[src/rtl/gcc_pkg.sv]
`timescale 1ns / 1ps

package gcc_pkg;

    // Input word: one sensor sample
    typedef struct packed {
        logic [31:0]       now_ms;
        logic signed [7:0] temperature;
        logic [6:0]        soil_moisture;
        logic [6:0]        air_moisture;
        logic [9:0]        light_level;
    } in_t;

    // Output word: drive bits and minute of day
    typedef struct packed {
        logic        heater_drive;
        logic        pump_drive;
        logic        fan_drive;
        logic        lamp_drive;
        logic [10:0] minute_of_day;
    } out_t;

    typedef struct packed {
        logic signed [7:0] target_temperature;
        logic [6:0]        target_soil_moisture;
        logic [6:0]        target_air_moisture;
        logic [9:0]        target_light;
        logic [10:0]       day_start_minute;
        logic [10:0]       day_end_minute;
        logic              planned_airing;
    } cfg_t;

    // Regulator state as seen after one sample
    typedef struct packed {
        logic heater;
        logic pump;
        logic fan_heat_request;
    } loop_state_t;

    // Bits that ride along the minute pipeline
    typedef struct packed {
        logic heater;
        logic pump;
        logic fan;
        logic light_ok;
    } side_t;

    localparam int CFG_INDEX_W = 3;
    localparam int CFG_DATA_W  = 11;

    localparam logic [CFG_INDEX_W-1:0] REG_TARGET_TEMPERATURE   = 3'd0;
    localparam logic [CFG_INDEX_W-1:0] REG_TARGET_SOIL_MOISTURE = 3'd1;
    localparam logic [CFG_INDEX_W-1:0] REG_TARGET_AIR_MOISTURE  = 3'd2;
    localparam logic [CFG_INDEX_W-1:0] REG_TARGET_LIGHT         = 3'd3;
    localparam logic [CFG_INDEX_W-1:0] REG_DAY_START_MINUTE     = 3'd4;
    localparam logic [CFG_INDEX_W-1:0] REG_DAY_END_MINUTE       = 3'd5;
    localparam logic [CFG_INDEX_W-1:0] REG_PLANNED_AIRING       = 3'd6;

    localparam logic signed [7:0] RST_TARGET_TEMPERATURE = 8'sd24;
    localparam logic [6:0]  RST_TARGET_SOIL_MOISTURE = 7'd50;
    localparam logic [6:0]  RST_TARGET_AIR_MOISTURE  = 7'd70;
    localparam logic [9:0]  RST_TARGET_LIGHT         = 10'd512;
    localparam logic [10:0] RST_DAY_START_MINUTE     = 11'd480;
    localparam logic [10:0] RST_DAY_END_MINUTE       = 11'd1200;

    localparam logic [31:0]       LOCKOUT_MS = 32'd1000;
    localparam logic signed [8:0] TEMP_BAND  = 9'sd2;
    localparam logic [7:0]        SOIL_BAND  = 8'd5;

    // ms / 60000 = (ms >> 5) / 1875, done as multiply by ceil(2^38 / 1875)
    localparam logic [27:0] MS_RECIP       = 28'd146601551;
    localparam int          MS_RECIP_SHIFT = 38;
    // (q >> 5) / 45, multiply by ceil(2^18 / 45)
    localparam logic [12:0] DAY_RECIP       = 13'd5826;
    localparam int          DAY_RECIP_SHIFT = 18;
    localparam logic [10:0] MINUTES_PER_DAY = 11'd1440;

endpackage

[src/rtl/greenhouse_climate_controller.sv]
`timescale 1ns / 1ps

// Climate regulator for one greenhouse bay. Each input word is a sensor sample
// stamped with a free-running millisecond clock; each yields exactly one output
// word with the heater, pump, fan and lamp drive bits and the minute of day.
// One sample is accepted per clock unless a stalled output fills every stage. Once a
// sample is in the input register, its result word is built in steps: the first step
// runs the heater/pump regulators and the first constant multiplication of the
// millisecond stamp, the second does the day multiplication, and the third strips
// whole days and loads the output register with the lamp bit and minute. Up to four
// samples are in flight, and input stays ready as long as any stage is free. The config
// port is always ready and must be written only while no sample is in flight.
module greenhouse_climate_controller (
    input  logic                               clk,
    input  logic                               rst_n,
    input  logic                               in_valid,
    output logic                               in_ready,
    input  gcc_pkg::in_t                       in_data,
    output logic                               out_valid,
    input  logic                               out_ready,
    output gcc_pkg::out_t                      out_data,
    input  logic                               cfg_valid,
    output logic                               cfg_ready,
    input  logic [gcc_pkg::CFG_INDEX_W-1:0]    cfg_index,
    input  logic [gcc_pkg::CFG_DATA_W-1:0]     cfg_data
);

    gcc_pkg::cfg_t        cfg;
    gcc_pkg::loop_state_t state_next;

    logic va_reg, va_next;
    logic vb_reg, vb_next;
    logic vc_reg, vc_next;
    logic vo_reg, vo_next;

    gcc_pkg::in_t  item_a_reg;
    gcc_pkg::side_t side_b_reg;
    gcc_pkg::side_t side_c_reg;
    gcc_pkg::side_t side_a;
    gcc_pkg::out_t out_reg;
    gcc_pkg::out_t out_next;

    logic        rdy_o, rdy_c, rdy_b;
    logic        mv_a, mv_b, mv_c;
    logic        in_fire;
    logic [10:0] minute;
    logic        lamp;

    // each stage takes a word when empty or when its word moves on
    assign rdy_o    = !vo_reg || out_ready;
    assign rdy_c    = !vc_reg || rdy_o;
    assign rdy_b    = !vb_reg || rdy_c;
    assign in_ready = !va_reg || rdy_b;
    assign in_fire  = in_valid && in_ready;
    assign mv_a     = va_reg && rdy_b;
    assign mv_b     = vb_reg && rdy_c;
    assign mv_c     = vc_reg && rdy_o;

    gcc_cfg u_cfg (
        .clk       (clk),
        .rst_n     (rst_n),
        .cfg_valid (cfg_valid),
        .cfg_ready (cfg_ready),
        .cfg_index (cfg_index),
        .cfg_data  (cfg_data),
        .cfg       (cfg)
    );

    gcc_loop u_loop (
        .clk        (clk),
        .rst_n      (rst_n),
        .upd        (mv_a),
        .item       (item_a_reg),
        .cfg        (cfg),
        .state_next (state_next)
    );

    gcc_minute u_minute (
        .clk    (clk),
        .ld_b   (mv_a),
        .ld_c   (mv_b),
        .now_ms (item_a_reg.now_ms),
        .minute (minute)
    );

    assign side_a.heater   = state_next.heater;
    assign side_a.pump     = state_next.pump;
    assign side_a.fan      = cfg.planned_airing
                           || (item_a_reg.air_moisture >= cfg.target_air_moisture)
                           || state_next.fan_heat_request;
    assign side_a.light_ok = item_a_reg.light_level >= cfg.target_light;

    assign lamp = side_c_reg.light_ok
               && (minute >= cfg.day_start_minute)
               && (minute < cfg.day_end_minute);

    always_comb
    begin
        out_next.heater_drive  = side_c_reg.heater;
        out_next.pump_drive    = side_c_reg.pump;
        out_next.fan_drive     = side_c_reg.fan;
        out_next.lamp_drive    = lamp;
        out_next.minute_of_day = minute;
    end

    always_comb
    begin
        va_next = va_reg;
        if (in_fire)
            va_next = 1'b1;
        else if (mv_a)
            va_next = 1'b0;

        vb_next = vb_reg;
        if (mv_a)
            vb_next = 1'b1;
        else if (mv_b)
            vb_next = 1'b0;

        vc_next = vc_reg;
        if (mv_b)
            vc_next = 1'b1;
        else if (mv_c)
            vc_next = 1'b0;

        vo_next = vo_reg;
        if (mv_c)
            vo_next = 1'b1;
        else if (out_ready)
            vo_next = 1'b0;
    end

    always_ff @(posedge clk or negedge rst_n)
    begin
        if (!rst_n)
        begin
            va_reg <= 1'b0;
            vb_reg <= 1'b0;
            vc_reg <= 1'b0;
            vo_reg <= 1'b0;
        end
        else
        begin
            va_reg <= va_next;
            vb_reg <= vb_next;
            vc_reg <= vc_next;
            vo_reg <= vo_next;
        end
    end

    always_ff @(posedge clk)
    begin
        if (in_fire)
            item_a_reg <= in_data;
        if (mv_a)
            side_b_reg <= side_a;
        if (mv_b)
            side_c_reg <= side_b_reg;
        if (mv_c)
            out_reg <= out_next;
    end

    assign out_valid = vo_reg;
    assign out_data  = out_reg;

endmodule

[src/rtl/gcc_cfg.sv]
`timescale 1ns / 1ps

module gcc_cfg (
    input  logic                               clk,
    input  logic                               rst_n,
    input  logic                               cfg_valid,
    output logic                               cfg_ready,
    input  logic [gcc_pkg::CFG_INDEX_W-1:0]    cfg_index,
    input  logic [gcc_pkg::CFG_DATA_W-1:0]     cfg_data,
    output gcc_pkg::cfg_t                      cfg
);

    gcc_pkg::cfg_t cfg_reg;
    gcc_pkg::cfg_t cfg_next;

    assign cfg_ready = 1'b1;
    assign cfg       = cfg_reg;

    always_comb
    begin
        cfg_next = cfg_reg;
        if (cfg_valid)
        begin
            case (cfg_index)
                gcc_pkg::REG_TARGET_TEMPERATURE:
                    cfg_next.target_temperature = $signed(cfg_data[7:0]);
                gcc_pkg::REG_TARGET_SOIL_MOISTURE:
                    cfg_next.target_soil_moisture = cfg_data[6:0];
                gcc_pkg::REG_TARGET_AIR_MOISTURE:
                    cfg_next.target_air_moisture = cfg_data[6:0];
                gcc_pkg::REG_TARGET_LIGHT:
                    cfg_next.target_light = cfg_data[9:0];
                gcc_pkg::REG_DAY_START_MINUTE:
                    cfg_next.day_start_minute = cfg_data;
                gcc_pkg::REG_DAY_END_MINUTE:
                    cfg_next.day_end_minute = cfg_data;
                gcc_pkg::REG_PLANNED_AIRING:
                    cfg_next.planned_airing = cfg_data[0];
                default:
                    cfg_next = cfg_reg;
            endcase
        end
    end

    always_ff @(posedge clk or negedge rst_n)
    begin
        if (!rst_n)
        begin
            cfg_reg.target_temperature   <= gcc_pkg::RST_TARGET_TEMPERATURE;
            cfg_reg.target_soil_moisture <= gcc_pkg::RST_TARGET_SOIL_MOISTURE;
            cfg_reg.target_air_moisture  <= gcc_pkg::RST_TARGET_AIR_MOISTURE;
            cfg_reg.target_light         <= gcc_pkg::RST_TARGET_LIGHT;
            cfg_reg.day_start_minute     <= gcc_pkg::RST_DAY_START_MINUTE;
            cfg_reg.day_end_minute       <= gcc_pkg::RST_DAY_END_MINUTE;
            cfg_reg.planned_airing       <= 1'b0;
        end
        else
        begin
            cfg_reg <= cfg_next;
        end
    end

endmodule

[src/rtl/gcc_loop.sv]
`timescale 1ns / 1ps

module gcc_loop (
    input  logic                 clk,
    input  logic                 rst_n,
    input  logic                 upd,
    input  gcc_pkg::in_t         item,
    input  gcc_pkg::cfg_t        cfg,
    output gcc_pkg::loop_state_t state_next
);

    logic        heater_reg, heater_next;
    logic        pump_reg, pump_next;
    logic        fan_req_reg, fan_req_next;
    logic [31:0] heater_tog_reg, heater_tog_next;
    logic [31:0] pump_tog_reg, pump_tog_next;

    logic [31:0]       heater_elapsed;
    logic [31:0]       pump_elapsed;
    logic              heater_open;
    logic              pump_open;
    logic signed [8:0] temp_s;
    logic signed [8:0] tgt_s;
    logic              temp_low;
    logic              temp_high;
    logic [7:0]        soil_u;
    logic [7:0]        soil_tgt_u;
    logic              soil_low;
    logic              soil_high;

    // elapsed time wraps with the ms clock
    assign heater_elapsed = item.now_ms - heater_tog_reg;
    assign pump_elapsed   = item.now_ms - pump_tog_reg;
    assign heater_open    = heater_elapsed > gcc_pkg::LOCKOUT_MS;
    assign pump_open      = pump_elapsed > gcc_pkg::LOCKOUT_MS;

    // band edges computed one bit wider than the inputs so nothing wraps
    assign temp_s    = {item.temperature[7], item.temperature};
    assign tgt_s     = {cfg.target_temperature[7], cfg.target_temperature};
    assign temp_low  = (temp_s + gcc_pkg::TEMP_BAND) < tgt_s;
    assign temp_high = temp_s > (tgt_s + gcc_pkg::TEMP_BAND);

    assign soil_u     = {1'b0, item.soil_moisture};
    assign soil_tgt_u = {1'b0, cfg.target_soil_moisture};
    assign soil_low   = (soil_u + gcc_pkg::SOIL_BAND) < soil_tgt_u;
    assign soil_high  = soil_u > (soil_tgt_u + gcc_pkg::SOIL_BAND);

    always_comb
    begin
        heater_next     = heater_reg;
        pump_next       = pump_reg;
        fan_req_next    = fan_req_reg;
        heater_tog_next = heater_tog_reg;
        pump_tog_next   = pump_tog_reg;

        if (heater_open)
        begin
            if (temp_low && !pump_reg)
            begin
                heater_next     = 1'b1;
                fan_req_next    = 1'b1;
                heater_tog_next = item.now_ms;
            end
            else if (temp_high)
            begin
                heater_next     = 1'b0;
                fan_req_next    = 1'b1;
                heater_tog_next = item.now_ms;
            end
            else
            begin
                fan_req_next = 1'b0;
            end
        end

        // pump wins: starting it shuts the heater without touching its timer
        if (pump_open)
        begin
            if (soil_low)
            begin
                heater_next   = 1'b0;
                pump_next     = 1'b1;
                pump_tog_next = item.now_ms;
            end
            else if (soil_high)
            begin
                pump_next     = 1'b0;
                pump_tog_next = item.now_ms;
            end
        end
    end

    assign state_next.heater           = heater_next;
    assign state_next.pump             = pump_next;
    assign state_next.fan_heat_request = fan_req_next;

    always_ff @(posedge clk or negedge rst_n)
    begin
        if (!rst_n)
        begin
            heater_reg     <= 1'b0;
            pump_reg       <= 1'b0;
            fan_req_reg    <= 1'b0;
            heater_tog_reg <= '0;
            pump_tog_reg   <= '0;
        end
        else if (upd)
        begin
            heater_reg     <= heater_next;
            pump_reg       <= pump_next;
            fan_req_reg    <= fan_req_next;
            heater_tog_reg <= heater_tog_next;
            pump_tog_reg   <= pump_tog_next;
        end
    end

endmodule

[src/rtl/gcc_minute.sv]
`timescale 1ns / 1ps

module gcc_minute (
    input  logic        clk,
    input  logic        ld_b,
    input  logic        ld_c,
    input  logic [31:0] now_ms,
    output logic [10:0] minute
);

    logic [54:0] prod1_reg, prod1_next;
    logic [16:0] q_b;
    logic [16:0] q_reg;
    logic [24:0] prod2_reg, prod2_next;
    logic [6:0]  days;
    logic [16:0] day_base;
    logic [16:0] rem;

    // stage B: total minutes since clock zero
    assign prod1_next = 55'(now_ms[31:5]) * 55'(gcc_pkg::MS_RECIP);
    assign q_b        = prod1_reg[54:gcc_pkg::MS_RECIP_SHIFT];
    assign prod2_next = 25'(q_b[16:5]) * 25'(gcc_pkg::DAY_RECIP);

    // stage C: strip whole days
    assign days     = prod2_reg[24:gcc_pkg::DAY_RECIP_SHIFT];
    assign day_base = 17'(days) * 17'(gcc_pkg::MINUTES_PER_DAY);
    assign rem      = q_reg - day_base;
    assign minute   = rem[10:0];

    always_ff @(posedge clk)
    begin
        if (ld_b)
        begin
            prod1_reg <= prod1_next;
        end
        if (ld_c)
        begin
            q_reg     <= q_b;
            prod2_reg <= prod2_next;
        end
    end

endmodule

[config.mk]
export PLATFORM = sky130hd
export DESIGN_NAME = greenhouse_climate_controller
export DESIGN_NICKNAME = d
export VERILOG_FILES = /design/src/rtl/gcc_pkg.sv /design/src/rtl/greenhouse_climate_controller.sv /design/src/rtl/gcc_cfg.sv /design/src/rtl/gcc_loop.sv /design/src/rtl/gcc_minute.sv
export SDC_FILE = /design/constraint.sdc
export NUM_CORES = 1
export LEC_CHECK = 0
export CAP_MARGIN = 25
export CORE_MARGIN = 2
export CORE_UTILIZATION = 30
export DETAILED_ROUTE_END_ITERATION = 7
export DONT_BUFFER_PORTS = 1
export PLACE_DENSITY_LB_ADDON = 0.1
export SYNTH_ARGS = -nofsm -noshare
export SYNTH_HDL_FRONTEND = slang
export SYNTH_SLANG_ARGS = --single-unit
[constraint.sdc]
create_clock -name clk -period 7.2 [get_ports clk]
set_input_delay 1.08 -clock clk [delete_from_list [all_inputs] [get_ports clk]]
set_output_delay 1.08 -clock clk [all_outputs]
set_load 0.01 [all_outputs]
==> metrics.yaml <==
run_status:
  run_status: "finished, final reports clean"
detailed_routing:
  vias_per_cell: 4.72
  ant_nets: 0
  routed_wl_um: 84100
  wire_per_inst_um: 19.8
  drt-pass1-iter-count: 5
  drc: 0
  num_vias: 20000
  initialDrtViolationCount: 923
cells_and_area:
  nNetsFinal: 3830
  largest_reg_flops: 64
  final_util_pct: 33.8
  stdcell_count: 4244
  layout-drive-gt1-share_pct: 9.81
  mostFrequentLayoutCells: "inv_1, ha_1, fa_1"
  fillers: 9843
  final_common_cell: "inv_1"
  areaGrowthSynthToFinish_pct: 11.7
global_route:
  overflow: 0
  grt_usage_pct: 17.0
  gr-usage-met2_pct: 28.4
  grt_pass1_vias: 21400
  gr-usage-met1_pct: 24.0
  grt_max_degree: 127
  grt_pass1_wl_um: 130000
  busiest_layer: "met2"
  grt_antenna_before_repair: 10
  grt_use_met3_pct: 2.53
synthesis:
  ys_seq_elements: 247
  netlist_area_um2: 29300
  ys.flop_type: "edfxtp_1"
  synth_warnings: 0
  yosysSeqAreaShare_pct: 23.2
  yosysTopAreaCell: "fa_1"
  synth_cells: 2863
  synth_top_area_share_pct: 22.1
  async_flop_share_pct: 51.0
  synthTopCellsByArea: "fa_1, ha_1, edfxtp_1, dfrtp_1, inv_1"
  synth_nets: 3752
  synth_cell_types: 94
  synth_edf_count: 121
  avgSynthCellArea_um2: 10.2
worst_setup_path:
  r2r-end: "u_minute.prod1_reg[44]"
  worstPathRequired_ps: 7560
  reg2reg_from: "item_a_reg[57]"
  crit_path_start_kind: "flip-flop"
  r2r_cells: 25
  worst_setup_path_end_kind: "flip-flop"
  cp.arrival_ps: 7260
  critPathKind: "reg2reg"
  rrSetupSlack_ps: 300
  crit_path_max_fanout: 4
placement:
  dp_hpwl_um: 70900
  place_inst: 4180
  place.gp.congestion: 0.896
  pre_cts_ws_ps: -84.6
  portBuffers: 0
timing:
  setup_viol: 0
  relSlewSlack_pct: 51.1
  setup_ws_ps: 303
  fin_hold_ws_ps: 162
  final.setup_skew_ps: 28.6
  hold_violations: 0
  fmax_ghz: 0.145
  min_period_ps: 6900
  maxSlewViolCount: 0
  tightest_slew_ps: 730
  min_period_over_period_pct: 95.8
floorplanning:
  die_x_um: 316
  coreArea_um2: 96700
  dieHeight_um: 316
  start_util_pct: 30.3
  die_area_um2: 100000
  io_pins: 101
  num_rows: 114
clock_network:
  clk_latency_ps: 620
  cts.reportedPaths.clkPinSlew_ps: 70
  h-tree-depth: 1
  cts_made_buffers: 31
  tritoncts: "done"
  cts_sinks: 247
  holdBufCountCts: 0
  clockBufferDepth: 3
  cts_root_buf: "clkbuf_16"
worst_hold_path:
  hold_class: "in2async"
flow_run:
  cap_violations: 0
## worst max path at each step
stage | depth (start not counted) | startpoint | slack, ps | to
finish | 25 | item_a_reg[57] | 300 | u_minute.prod1_reg[44]
global route | 24 | item_a_reg[42] | -4 | u_minute.prod1_reg[39]
CTS | 27 | item_a_reg[63] | 60 | u_minute.prod1_reg[54]
detailed placement | 26 | item_a_reg[55] | -80 | u_minute.prod1_reg[54]
floorplan | 23 | item_a_reg[63] | 230 | u_minute.prod1_reg[54]
global placement | 24 | item_a_reg[61] | -120 | u_minute.prod1_reg[54]
## logic make-up (layout without fill, tap and decap cells)
logic type,after synthesis,after routing,synth area share (%)
muxes,102,102,3.88
buffers and inverters,733,836,9.63
other,1,3,0.0128
adders and majority gates,806,806,42.7
DFF,247,247,23.2
xor gates and xnor gates,73,73,2.18
AOI/OAI and AO/OA,450,450,10.3
and+or+nand+nor,451,451,8.02
## per-stage QoR
step / setup TNS (ps) / cell area [µm²]
after CTS: 0 / 32600
after global placement: -165 / 31300
after detailed placement: -91.0 / 31400
after floorplan: 0 / 29300
final: 0 / 32700
after global routing: -4.83 / 32700
## cells in the mapped netlist (11+ instances only)
library cell and n:
nand2b_1 24, and2_1 12, nand4_1 39, dfstp_2 17, o21ai_0 107, or2_2 12, nor2_1 91, edfxtp_1 121
o211ai_1 14, mux2_4 12, nand3_1 35, nand2_1 100, a21o_1 45, and3_1 12, nor2b_1 28, or3_1 11
ha_1 482, inv_1 680, o21a_1 40, clkbuf_1 35, a21oi_1 114, nor3_1 39, xnor2_1 50, xor2_1 23
dfrtp_1 109, a31oi_1 12, mux2i_1 45, mux2_2 44, fa_1 324
## final cells by class
class | count | area [µm²] | area share (%)
diodes | 2 | 5.00 | 0.0153
clock inverters | 20 | 268 | 0.819
repair buffers | 98 | 796 | 2.43
inverters | 680 | 2550 | 7.80
multi-input cells | 1883 | 19800 | 60.5
flip-flops and latches | 247 | 6810 | 20.8
clock buffers | 38 | 883 | 2.70
well taps | 1276 | 1600 | 4.88
## critical path, cell delays in order (launching register included)
cell	delay, ps
edfxtp_1	420
fa_1	630
inv_1	100
fa_1	510
inv_1	50
fa_1	480
inv_1	70
fa_1	490
fa_1	560
inv_1	60
fa_1	540
inv_1	60
fa_1	540
inv_1	60
ha_1	340
a21oi_1	170
nor2_1	70
nor3_2	180
a221oi_2	90
a211oi_2	230
buf_4	170
buf_4	110
nor2b_1	50
a311o_1	360
a21o_1	200
xor2_1	140
## timing repair
item / in CTS / in global routing
setup buffers: 2 / 1
pin swaps: 8 / 5
endpoints found under the hold margin: 0 / 0
endpoints found under the setup margin: 3 / 14
gates resized for setup: 4 / 22
## metal layers
| layer | vias to the layer above | part of all wire, % |
|---|---|---|
| met5 | - | 0.10 |
| met4 | 12 | 1.4 |
| met3 | 73 | 4.2 |
| met2 | 321 | 47 |
| met1 | 9968 | 48 |
| li1 | 9657 | - |
Power is left out: the tool's default activity adds up to more than one toggle a clock period on the data nets, which glitch-free logic cannot reach.
